$ cat config.mk
export PLATFORM = sky130hd
export DESIGN_NAME = manchester_bit_decoder_core
export DESIGN_NICKNAME = d
export VERILOG_FILES = /design/src/sv/mbd_pkg.sv /design/src/sv/mbd_front.sv /design/src/sv/mbd_queue.sv /design/src/sv/mbd_back.sv /design/src/sv/manchester_bit_decoder_core.sv
export SDC_FILE = /design/constraint.sdc
export NUM_CORES = 1
export LEC_CHECK = 0
export BUFFER_PORTS_ARGS = -buffer_cell sky130_fd_sc_hd__buf_2
export CAP_MARGIN = 0
export CORE_AREA = 2 2 129 131
export DETAILED_ROUTE_END_ITERATION = 12
export DIE_AREA = 0 0 131 133
export HOLD_SLACK_MARGIN = 0.08
export PLACE_DENSITY_LB_ADDON = 0.12
export SETUP_SLACK_MARGIN = 0.5
export SYNTH_ARGS = -nofsm -noshare
export SYNTH_HDL_FRONTEND = slang
export SYNTH_SLANG_ARGS = --single-unit
export TNS_END_PERCENT = 1
$ cat constraint.sdc
create_clock -name clk_i -period 2.8 [get_ports clk_i]
set_input_delay 0.28 -clock clk_i [delete_from_list [all_inputs] [get_ports clk_i]]
set_output_delay 0.28 -clock clk_i [all_outputs]
set_load 0.01 [all_outputs]
$ cat src/sv/mbd_pkg.sv
// ----------------------------------------------------------------------------
// Manchester bit decoder package
// Shared widths, payload types, event descriptor and register codes.
// ----------------------------------------------------------------------------
`default_nettype none

package mbd_pkg;

  localparam int unsigned FrameBits  = 64;
  localparam int unsigned QueueDepth = 2;
  localparam int unsigned IntervalW  = 10;
  localparam int unsigned IndexW     = 6;
  localparam int unsigned CfgIdxW    = 3;

  typedef logic [IntervalW-1:0] tick_t;
  typedef logic [IndexW-1:0]    index_t;
  typedef logic [CfgIdxW-1:0]   cfg_idx_t;

  typedef struct packed {
    tick_t interval;
    logic  line_level;
  } in_t;

  typedef struct packed {
    logic   bit_value;
    index_t bit_index;
    logic   frame_end;
  } out_t;

  typedef struct packed {
    logic hdr;
    logic half;
    logic full;
    logic level;
  } ev_t;

  typedef enum logic [CfgIdxW-1:0] {
    CFG_GLITCH_MIN  = 3'd0,
    CFG_HEADER_LOW  = 3'd1,
    CFG_HEADER_HIGH = 3'd2,
    CFG_HALF_LOW    = 3'd3,
    CFG_HALF_HIGH   = 3'd4,
    CFG_FULL_LOW    = 3'd5,
    CFG_FULL_HIGH   = 3'd6
  } cfg_idx_e;

  localparam tick_t GlitchMinRst  = tick_t'(6);
  localparam tick_t HeaderLowRst  = tick_t'(320);
  localparam tick_t HeaderHighRst = tick_t'(380);
  localparam tick_t HalfLowRst    = tick_t'(35);
  localparam tick_t HalfHighRst   = tick_t'(72);
  localparam tick_t FullLowRst    = tick_t'(110);
  localparam tick_t FullHighRst   = tick_t'(160);

  localparam index_t LastIndex = index_t'(FrameBits - 1);

endpackage

`default_nettype wire

$ cat src/sv/mbd_front.sv
// ----------------------------------------------------------------------------
// Manchester bit decoder front end
// Holds the window registers and classifies each edge interval.
// ----------------------------------------------------------------------------
`default_nettype none

module mbd_front (
  input  wire logic             clk_i,
  input  wire logic             rst_ni,
  input  wire logic             cfg_valid_i,
  input  wire mbd_pkg::cfg_idx_t cfg_index_i,
  input  wire mbd_pkg::tick_t   cfg_data_i,
  input  wire logic             in_valid_i,
  input  wire mbd_pkg::in_t     in_data_i,
  input  wire logic             q_full_i,
  output logic                  in_stall_o,
  output logic                  push_o,
  output mbd_pkg::ev_t          push_data_o
);
  import mbd_pkg::*;

  tick_t glitch_min_q, header_low_q, header_high_q;
  tick_t half_low_q, half_high_q, full_low_q, full_high_q;
  logic  pass_glitch;
  ev_t   ev;

  always_ff @(posedge clk_i or negedge rst_ni) begin
    if (!rst_ni) begin
      glitch_min_q  <= GlitchMinRst;
      header_low_q  <= HeaderLowRst;
      header_high_q <= HeaderHighRst;
      half_low_q    <= HalfLowRst;
      half_high_q   <= HalfHighRst;
      full_low_q    <= FullLowRst;
      full_high_q   <= FullHighRst;
    end else if (cfg_valid_i) begin
      unique case (cfg_index_i)
        CFG_GLITCH_MIN:  glitch_min_q  <= cfg_data_i;
        CFG_HEADER_LOW:  header_low_q  <= cfg_data_i;
        CFG_HEADER_HIGH: header_high_q <= cfg_data_i;
        CFG_HALF_LOW:    half_low_q    <= cfg_data_i;
        CFG_HALF_HIGH:   half_high_q   <= cfg_data_i;
        CFG_FULL_LOW:    full_low_q    <= cfg_data_i;
        CFG_FULL_HIGH:   full_high_q   <= cfg_data_i;
        default: ;
      endcase
    end
  end

  always_comb begin
    pass_glitch = in_data_i.interval >= glitch_min_q;
    ev.hdr   = pass_glitch && (in_data_i.interval > header_low_q)
               && (in_data_i.interval < header_high_q);
    ev.half  = pass_glitch && (in_data_i.interval > half_low_q)
               && (in_data_i.interval < half_high_q);
    ev.full  = pass_glitch && (in_data_i.interval > full_low_q)
               && (in_data_i.interval < full_high_q);
    ev.level = in_data_i.line_level;
  end

  assign in_stall_o  = q_full_i;
  assign push_o      = in_valid_i && !q_full_i && (ev.hdr || ev.half || ev.full);
  assign push_data_o = ev;

endmodule

`default_nettype wire

$ cat src/sv/mbd_queue.sv
// ----------------------------------------------------------------------------
// Manchester bit decoder event queue
// Short FIFO of classified events between the front end and the back end.
// ----------------------------------------------------------------------------
`default_nettype none

module mbd_queue (
  input  wire logic         clk_i,
  input  wire logic         rst_ni,
  input  wire logic         push_i,
  input  wire mbd_pkg::ev_t push_data_i,
  input  wire logic         pop_i,
  output logic              full_o,
  output logic              valid_o,
  output mbd_pkg::ev_t      data_o
);
  import mbd_pkg::*;

  localparam int unsigned PtrW = $clog2(QueueDepth);
  localparam int unsigned CntW = $clog2(QueueDepth + 1);
  localparam logic [PtrW-1:0] LastPtr = PtrW'(QueueDepth - 1);
  localparam logic [CntW-1:0] FullCnt = CntW'(QueueDepth);

  ev_t             mem_q [QueueDepth];
  logic [PtrW-1:0] wr_ptr_q, wr_ptr_d, rd_ptr_q, rd_ptr_d;
  logic [CntW-1:0] cnt_q, cnt_d;

  always_comb begin
    wr_ptr_d = wr_ptr_q;
    rd_ptr_d = rd_ptr_q;
    cnt_d    = cnt_q;
    if (push_i) begin
      wr_ptr_d = (wr_ptr_q == LastPtr) ? '0 : wr_ptr_q + 1'b1;
    end
    if (pop_i) begin
      rd_ptr_d = (rd_ptr_q == LastPtr) ? '0 : rd_ptr_q + 1'b1;
    end
    if (push_i && !pop_i) begin
      cnt_d = cnt_q + 1'b1;
    end else if (pop_i && !push_i) begin
      cnt_d = cnt_q - 1'b1;
    end
  end

  always_ff @(posedge clk_i or negedge rst_ni) begin
    if (!rst_ni) begin
      wr_ptr_q <= '0;
      rd_ptr_q <= '0;
      cnt_q    <= '0;
    end else begin
      wr_ptr_q <= wr_ptr_d;
      rd_ptr_q <= rd_ptr_d;
      cnt_q    <= cnt_d;
    end
  end

  always_ff @(posedge clk_i) begin
    if (push_i) begin
      mem_q[wr_ptr_q] <= push_data_i;
    end
  end

  assign full_o  = cnt_q == FullCnt;
  assign valid_o = cnt_q != '0;
  assign data_o  = mem_q[rd_ptr_q];

endmodule

`default_nettype wire

$ cat src/sv/mbd_back.sv
// ----------------------------------------------------------------------------
// Manchester bit decoder back end
// Tracks frame state, pairs half-bit levels and registers decoded bits.
// ----------------------------------------------------------------------------
`default_nettype none

module mbd_back (
  input  wire logic         clk_i,
  input  wire logic         rst_ni,
  input  wire logic         q_valid_i,
  input  wire mbd_pkg::ev_t q_data_i,
  output logic              pop_o,
  output logic              out_valid_o,
  input  wire logic         out_stall_i,
  output mbd_pkg::out_t     out_data_o
);
  import mbd_pkg::*;

  logic   active_q, active_d;
  logic   pending_q, pending_d;
  logic   held_q, held_d;
  index_t cnt_q, cnt_d;
  logic   out_valid_q, out_valid_d;
  out_t   out_data_q, out_data_d;
  logic   do_close, emit, last;

  assign pop_o = q_valid_i && (!out_valid_q || !out_stall_i);
  assign last  = cnt_q == LastIndex;

  always_comb begin
    active_d  = active_q;
    pending_d = pending_q;
    held_d    = held_q;
    cnt_d     = cnt_q;
    do_close  = 1'b0;
    if (pop_o) begin
      priority if (!active_q) begin
        if (q_data_i.hdr) begin
          active_d = 1'b1;
        end
      end else if (q_data_i.half) begin
        if (!pending_q) begin
          held_d    = q_data_i.level;
          pending_d = 1'b1;
        end else begin
          pending_d = 1'b0;
          do_close  = 1'b1;
        end
      end else if (q_data_i.full) begin
        do_close  = pending_q;
        pending_d = 1'b1;
        held_d    = q_data_i.level;
      end else begin
      end
    end
    emit = do_close && (held_q != q_data_i.level);
    if (emit) begin
      if (last) begin
        active_d  = 1'b0;
        pending_d = 1'b0;
        cnt_d     = '0;
      end else begin
        cnt_d = cnt_q + 1'b1;
      end
    end
  end

  always_comb begin
    out_valid_d = out_valid_q && out_stall_i;
    out_data_d  = out_data_q;
    if (emit) begin
      out_valid_d          = 1'b1;
      out_data_d.bit_value = held_q;
      out_data_d.bit_index = cnt_q;
      out_data_d.frame_end = last;
    end
  end

  always_ff @(posedge clk_i or negedge rst_ni) begin
    if (!rst_ni) begin
      active_q    <= 1'b0;
      pending_q   <= 1'b0;
      held_q      <= 1'b0;
      cnt_q       <= '0;
      out_valid_q <= 1'b0;
    end else begin
      active_q    <= active_d;
      pending_q   <= pending_d;
      held_q      <= held_d;
      cnt_q       <= cnt_d;
      out_valid_q <= out_valid_d;
    end
  end

  always_ff @(posedge clk_i) begin
    out_data_q <= out_data_d;
  end

  assign out_valid_o = out_valid_q;
  assign out_data_o  = out_data_q;

  a_pending_in_frame: assert property (@(posedge clk_i) disable iff (!rst_ni)
    !active_q |-> !pending_q)
    else $error("half-bit level held outside a frame");

  a_frame_end_clears: assert property (@(posedge clk_i) disable iff (!rst_ni)
    (emit && last) |=> (!active_q && cnt_q == '0))
    else $error("frame state not cleared after last bit");

  a_count_steps: assert property (@(posedge clk_i) disable iff (!rst_ni)
    (emit && !last) |=> (cnt_q == $past(cnt_q) + 1'b1))
    else $error("bit count did not advance by one");

  a_emit_slot_free: assert property (@(posedge clk_i) disable iff (!rst_ni)
    emit |-> (!out_valid_q || !out_stall_i))
    else $error("decoded bit overwrote a waiting result");

endmodule

`default_nettype wire

$ cat src/sv/manchester_bit_decoder_core.sv
// ----------------------------------------------------------------------------
// Manchester bit decoder core
// Pulse-width Manchester decoder driven by edge events.
// ----------------------------------------------------------------------------
// A decoded bit passes through the event queue and then the output register.
// Throughput: one edge word per cycle, set by the back end update, unless a full event queue stalls the input.
// The two-entry event queue lets the input run while a result waits.
// Reset clears frame state and restores every window register to its default.
// No clearing pass follows reset; the block accepts words at once.
`default_nettype none

module manchester_bit_decoder_core (
  input  wire logic              clk_i,
  input  wire logic              rst_ni,
  input  wire logic              cfg_valid_i,
  output logic                   cfg_ready_o,
  input  wire mbd_pkg::cfg_idx_t cfg_index_i,
  input  wire mbd_pkg::tick_t    cfg_data_i,
  input  wire logic              in_valid_i,
  output logic                   in_stall_o,
  input  wire mbd_pkg::in_t      in_data_i,
  output logic                   out_valid_o,
  input  wire logic              out_stall_i,
  output mbd_pkg::out_t          out_data_o
);
  import mbd_pkg::*;

  logic q_full, q_valid, push, pop;
  ev_t  push_data, q_data;

  assign cfg_ready_o = 1'b1;

  mbd_front u_front (
    .clk_i       (clk_i),
    .rst_ni      (rst_ni),
    .cfg_valid_i (cfg_valid_i),
    .cfg_index_i (cfg_index_i),
    .cfg_data_i  (cfg_data_i),
    .in_valid_i  (in_valid_i),
    .in_data_i   (in_data_i),
    .q_full_i    (q_full),
    .in_stall_o  (in_stall_o),
    .push_o      (push),
    .push_data_o (push_data)
  );

  mbd_queue u_queue (
    .clk_i       (clk_i),
    .rst_ni      (rst_ni),
    .push_i      (push),
    .push_data_i (push_data),
    .pop_i       (pop),
    .full_o      (q_full),
    .valid_o     (q_valid),
    .data_o      (q_data)
  );

  mbd_back u_back (
    .clk_i       (clk_i),
    .rst_ni      (rst_ni),
    .q_valid_i   (q_valid),
    .q_data_i    (q_data),
    .pop_o       (pop),
    .out_valid_o (out_valid_o),
    .out_stall_i (out_stall_i),
    .out_data_o  (out_data_o)
  );

endmodule

`default_nettype wire

# Yosys cells after proc, flatten, opt, wreduce, memory -nomap -nowiden
# Memory sizes are Yosys's and may differ from the RTL's.
# Cells that the tools add are included.
dict set report word_totals {
  ff_bits 92
  ram_bits 8
  output_inout_bits 11
  memories 1
}
# memory words word_bits read_ports rd_ports_with_merged_regs write_ports line
set mem_list {}
lappend mem_list {u_queue.mem_q 2 4 1 0 1 mbd_queue.sv:24} ;# ev_t mem_q [QueueDepth];
dict set report op_classes {
  addsub 5
  magnitude_cmp 7
  n_eq_ne 10
  mux 28
  reduce_logical 33
}
# operator n
set ops {}
lappend ops {{$gt A10 B10 Y1} 3}
lappend ops {{$lt A10 B10 Y1} 3}
lappend ops {{$mux W1} 25}
lappend ops {{$reduce_and A2 Y1} 7}
lappend ops {{$logic_and A1 B1 Y1} 13}
lappend ops {{$ge A10 B10 Y1} 1}
lappend ops {{$eq A3 B3 Y1 const B} 3}
lappend ops {{$add A6 B1 Y6 const B} 1}
lappend ops {{$eq A3 B2 Y1 const B} 2}
lappend ops {{$eq A6 B6 Y1 const B} 1}
lappend ops {{$mux W6} 1}
lappend ops {{$reduce_bool A2 Y1} 3}
lappend ops {{$logic_not A1 Y1} 5}
lappend ops {{$mux W2} 2}
lappend ops {{$reduce_and A4 Y1} 1}
lappend ops {{$eq A3 B1 Y1 const B} 1}
lappend ops {{$logic_not A3 Y1} 1}
lappend ops {{$logic_or A1 B1 Y1} 3}
lappend ops {{$add A1 B1 Y1 const B} 2}
lappend ops {{$add A2 B1 Y2 const B} 1}
lappend ops {{$eq A2 B2 Y1 const B} 1}
lappend ops {{$ne A2 B2 Y1 const B} 1}
lappend ops {{$sub A2 B1 Y2 const B} 1}
lappend ops {{$ne A1 B1 Y1} 1}

# Depth between registers and ports, before layout
dict set report logic_depth {
  word_depth 10
  mapped_depth 12
}

# Cells and area by module
# From an unflattened synthesis, not the netlist that was laid out.
dict set report unflattened {
  hier_cells 513
  hier_area_um2 5539.1
}
# module n_inst cells_each area_per_inst_um2 seq_area_each_um2
set modules_own_cells {}
lappend modules_own_cells {mbd_front 1 424 4285.4 1779.2}
lappend modules_own_cells {mbd_back 1 59 765.7 490.5}
lappend modules_own_cells {mbd_queue 1 28 476.7 340.3}
lappend modules_own_cells {manchester_bit_decoder_core 1 2 11.3 0.0}

# Worst setup path after synthesis
# No wires, ideal clock.
dict set report synth_path {
  path_type {register -> register}
  from {register u_front.half_low_q[5]}
  to {register u_queue.cnt_q[1]}
  setup_time_ns 0.079
  arrival_ns 2.453
  required_ns 2.721
  slack_ns 0.268
  stages_incl_launch_ff 11
  period_less_slack_ns 2.532
  cell_sequence {dfstp_2 -> inv_1 -> ha_1 -> a21oi_1 -> a21oi_1 -> a2111oi_2 -> nor4_2 -> o31a_2 -> ha_1 -> nor2_1 -> xor2_1}
}
# element line
set synth_rtl {}
lappend synth_rtl {{start: declaration} mbd_front.sv:23} ;# tick_t half_low_q, half_high_q, full_low_q, full_high_q;
lappend synth_rtl {{start signal: assignment} mbd_front.sv:32} ;# half_low_q <= HalfLowRst;
lappend synth_rtl {{start signal: assignment} mbd_front.sv:41} ;# CFG_HALF_LOW: half_low_q <= cfg_data_i;
lappend synth_rtl {{end signal: assignment} mbd_queue.sv:53} ;# cnt_q <= cnt_d;
lappend synth_rtl {{end: declaration} mbd_queue.sv:26} ;# logic [CntW-1:0] cnt_q, cnt_d;

==> metrics.md <==
| Metric | Value |
|---|---|
| Insertion delay of the later-clocked pin in the worst-skew pair | 0.36 ns |
| HPWL after detailed placement | 9590 µm |
| Via count of the first global-routing pass | 3815 |
| DIE AREA | 17400 µm² |
| Overall via count from detail_route | 3784 |
| Synthesized net count | 609 |
| Count of endpoints failing setup in the final report | 0 |
| Layout fillers | 1575 |
| 1st-pass router iterations | 4 |
| Required time reported for the critical path endpoint | 2.86 ns |
| Via/cell ratio | 4.80 |
| Setup WS pre-CTS | -0.147 ns |
| Per-cell routed wire length | 16.6 µm |
| Dpl cells | 768 |
| Cell count after synthesis | 511 |
| Final standard cell utilization of the core | 0.401 |
| Class of the tightest hold or removal check | input pin to register |
| Warnings, synthesis | 0 |
| Category of the most critical setup path | register to register |
| Sequential element share of the synthesized area | 0.475 |
| Capturing element type of the critical path | register |
| Category of the worst setup path launch point | register |
| Crit path setup slack, layout | 0.120 ns |
| Cell count of the worst reg-to-reg path | 10 |
| Final sum of negative setup slack | 0 ns |
| Crit path max fanout | 4 |
| #FFs+latches synth | 100 |
| Fin cells | 789 |
| Area of the multi-input gates | 2700 µm² |
| Min Clock Period, post-route | 2.68 ns |
| Maximum number of pins on one net before global-route repair | 47 |
| CTS HTree Levels | 3 |
| Antenna fix cells | 0 |
| Post-synthesis cell type count | 48 |
| Post-layout nets | 662 |
| Headroom to the max-slew limit | 0.515 |
| Initial antenna violation count | 0 |
| Share of flip-flops with an asynchronous set or reset after synthesis | 0.840 |
| Number of I/O pins | 40 |
| Capture point of the critical path | u_queue.mem_q[1][2]$_DFFE_PP_ |
| Max-slew violation count | 0 |
| WP data arrival | 2.74 ns |
| Die H | 133 µm |
| Top library cells by usage in the layout, fill and taps aside | inv_1 (68), ha_1 (67), dfrtp_1 (62) |
| Setup repair after global routing missed its margin | true |
| Clk root buf | clkbuf_16 |
| F_max | 0.373 GHz |
| Clock tree from TritonCTS | built |
| Clock skew after layout | 0.00753 ns |
| Number of buffers added by the clock tree synthesis step | 9 |
| Worst-case register-to-register setup slack | 0.12 ns |
| Status | finished, final reports clean |
| Dominant register cell in the synthesized netlist | dfrtp_1 |
| Count of final hold-check violations | 0 |
| Overflow left after global routing | 0 |
| Worst VDD drop | 332 µV |
| Terminus of the critical flop-to-flop path | u_queue.mem_q[1][2]$_DFFE_PP_ |
| Number of nets still failing antenna checks after routing | 0 |
| Post-synthesis instance area | 5500 µm² |
| Final hold slack | 0.132 ns |
| Crit path launch | u_front.glitch_min_q[2]$_DFFE_PN1P_ |
| Number of rows created at floorplan | 47 |
| Transition time at the pin with the least slew margin | 0.725 ns |
| DRC Markers | 0 |
| Sinks on the clock net | 100 |
| Sequential cell area | 2610 µm² |
| Core area | 16200 µm² |
| Cell area after layout | 6480 µm² |
| Fraction of layout cells with a size suffix above 1 | 0.276 |
| Final RePlAce weighted congestion | 0.785 |
| Total power of the final layout | 4.98 mW |
| Total of max-cap violations | 0 |
| Maximum clock path buffer count | 2 |
| First-pass GRT wire length | 21000 µm |
| Pwr/cell area | 768 nW/µm² |
| DRC marker count from the first detailed-route iteration | 210 |
| Die width | 131 µm |
| Number of buffers added on ports | 38 |
| Avg Synthesized Cell Area | 10.8 µm² |
| Reg clk slew, reported paths | 0.07 ns |
| Number of synthesized flops with an enable pin | 16 |
| Signed area change from the synthesized netlist to the final layout | 18.0% |
| Crit share post-route | 0.957 |
| Most frequent standard cell in the layout excluding fill and tap cells | inv_1 |
| Tot GR Track Use | 0.161 |
| Placed Instance Area | 6010 µm² |
| WL final | 13100 µm |
| LEAKAGE | 2.92 nW |
| Number of cells traversed by the worst hold path | 1 |
| Reg-to-Reg Start | u_front.glitch_min_q[2]$_DFFE_PN1P_ |
| Initial Util | 0.340 |
## sequential cells by signal, summed over array words and instances, names as in the netlist, 6 cells and up
name                   flops
u_front.header_high_q     10
u_front.half_low_q        10
u_front.glitch_min_q      10
u_front.header_low_q      10
u_front.full_high_q       10
u_back.out_data_o          8
u_queue.mem_q              8
u_front.half_high_q       10
u_front.full_low_q        10
u_back.cnt_q               6
## final cells by class
type                    count  area share
clock buffers               9      0.0347
clock inverters             7      0.0152
inverters                  69      0.0399
multi-input cells         331       0.416
flip-flops and latches    100       0.402
well taps                 220      0.0424
repair buffers             53      0.0494
## power by group
part           total (mW)  internal [mW]  switching [mW]
combinational        1.49          0.674           0.818
clock                1.38          0.790           0.592
sequential           2.11           1.91           0.190
total                4.98           3.38            1.60
## cell families (layout without fill, tap and decap cells)
| kind of cell | count (synthesis) | count (layout) | share of synthesized area |
|---|---|---|---|
| simple gates | 117 | 117 | 0.116 |
| flops | 100 | 100 | 0.475 |
| compound gates | 99 | 99 | 0.106 |
| buf+inv | 80 | 138 | 0.0555 |
| fa+ha+maj | 69 | 69 | 0.157 |
| mux | 37 | 37 | 0.0753 |
| xor+xnor | 8 | 8 | 0.0141 |
| other cells | 1 | 1 | 0.000682 |
## what timing repair did
action	CTS	global route
gates resized for setup	16	3
hold buffers	1	0
hold endpoints to repair	35	0
setup endpoints to repair	11	11
buffers inserted	3	1
pin swaps	11	6
## worst max-delay path, stage by stage (launching register included)
cell and delay, ns:
dfstp_2 0.52, inv_1 0.05, ha_1 0.29, a41oi_2 0.11
nor3_2 0.24, nor4_4 0.07, buf_4 0.17, nor4_4 0.39
o31a_4 0.22, buf_4 0.12, and2_2 0.20
## Yosys cell counts (2+ instances only)
library cell	instances	area, µm²
ha_1	69	863
inv_1	68	255
dfrtp_1	62	1550
nand2_1	50	188
o21ai_0	50	250
mux2_2	35	394
a21oi_1	22	110
dfstp_2	22	578
edfxtp_1	16	480
nor2_1	14	52.6
nand4_1	13	81.3
clkbuf_1	9	33.8
a21o_1	8	60.1
nand3_1	6	30.0
nor2b_1	6	37.5
a211oi_1	5	37.5
nor4_1	5	31.3
xnor2_1	5	43.8
nor3_1	4	20.0
a31oi_1	3	18.8
nand4b_1	3	26.3
nor3_2	3	30.0
nor3b_2	3	37.5
a211oi_2	2	25.0
and2b_2	2	17.5
mux2i_1	2	20.0
nand2b_4	2	27.5
xor2_1	2	17.5
## routing by layer
layer,share of wire,GRT usage,vias to the layer above
met2,0.50,0.271,41
met5,0,0,-
li1,-,-,1880
met4,0.014,0.0443,0
met3,0.024,0.0328,12
met1,0.47,0.210,1851
## worst min path at each step
stage                      start                       endpoint  slack (ns)
global route        in_data_i[0]  u_queue.mem_q[0][0]$_DFFE_PP_        0.13
global placement          rst_ni   u_queue.rd_ptr_q$_DFFE_PN0P_        0.37
floorplan                 rst_ni      u_back.active_q$_DFF_PN0_       -0.02
finish              in_data_i[0]  u_queue.mem_q[0][0]$_DFFE_PP_        0.13
detailed placement        rst_ni   u_queue.rd_ptr_q$_DFFE_PN0P_        0.37
CTS                 in_data_i[0]  u_queue.mem_q[0][0]$_DFFE_PP_        0.12
(Power assumes the default switching activity.)
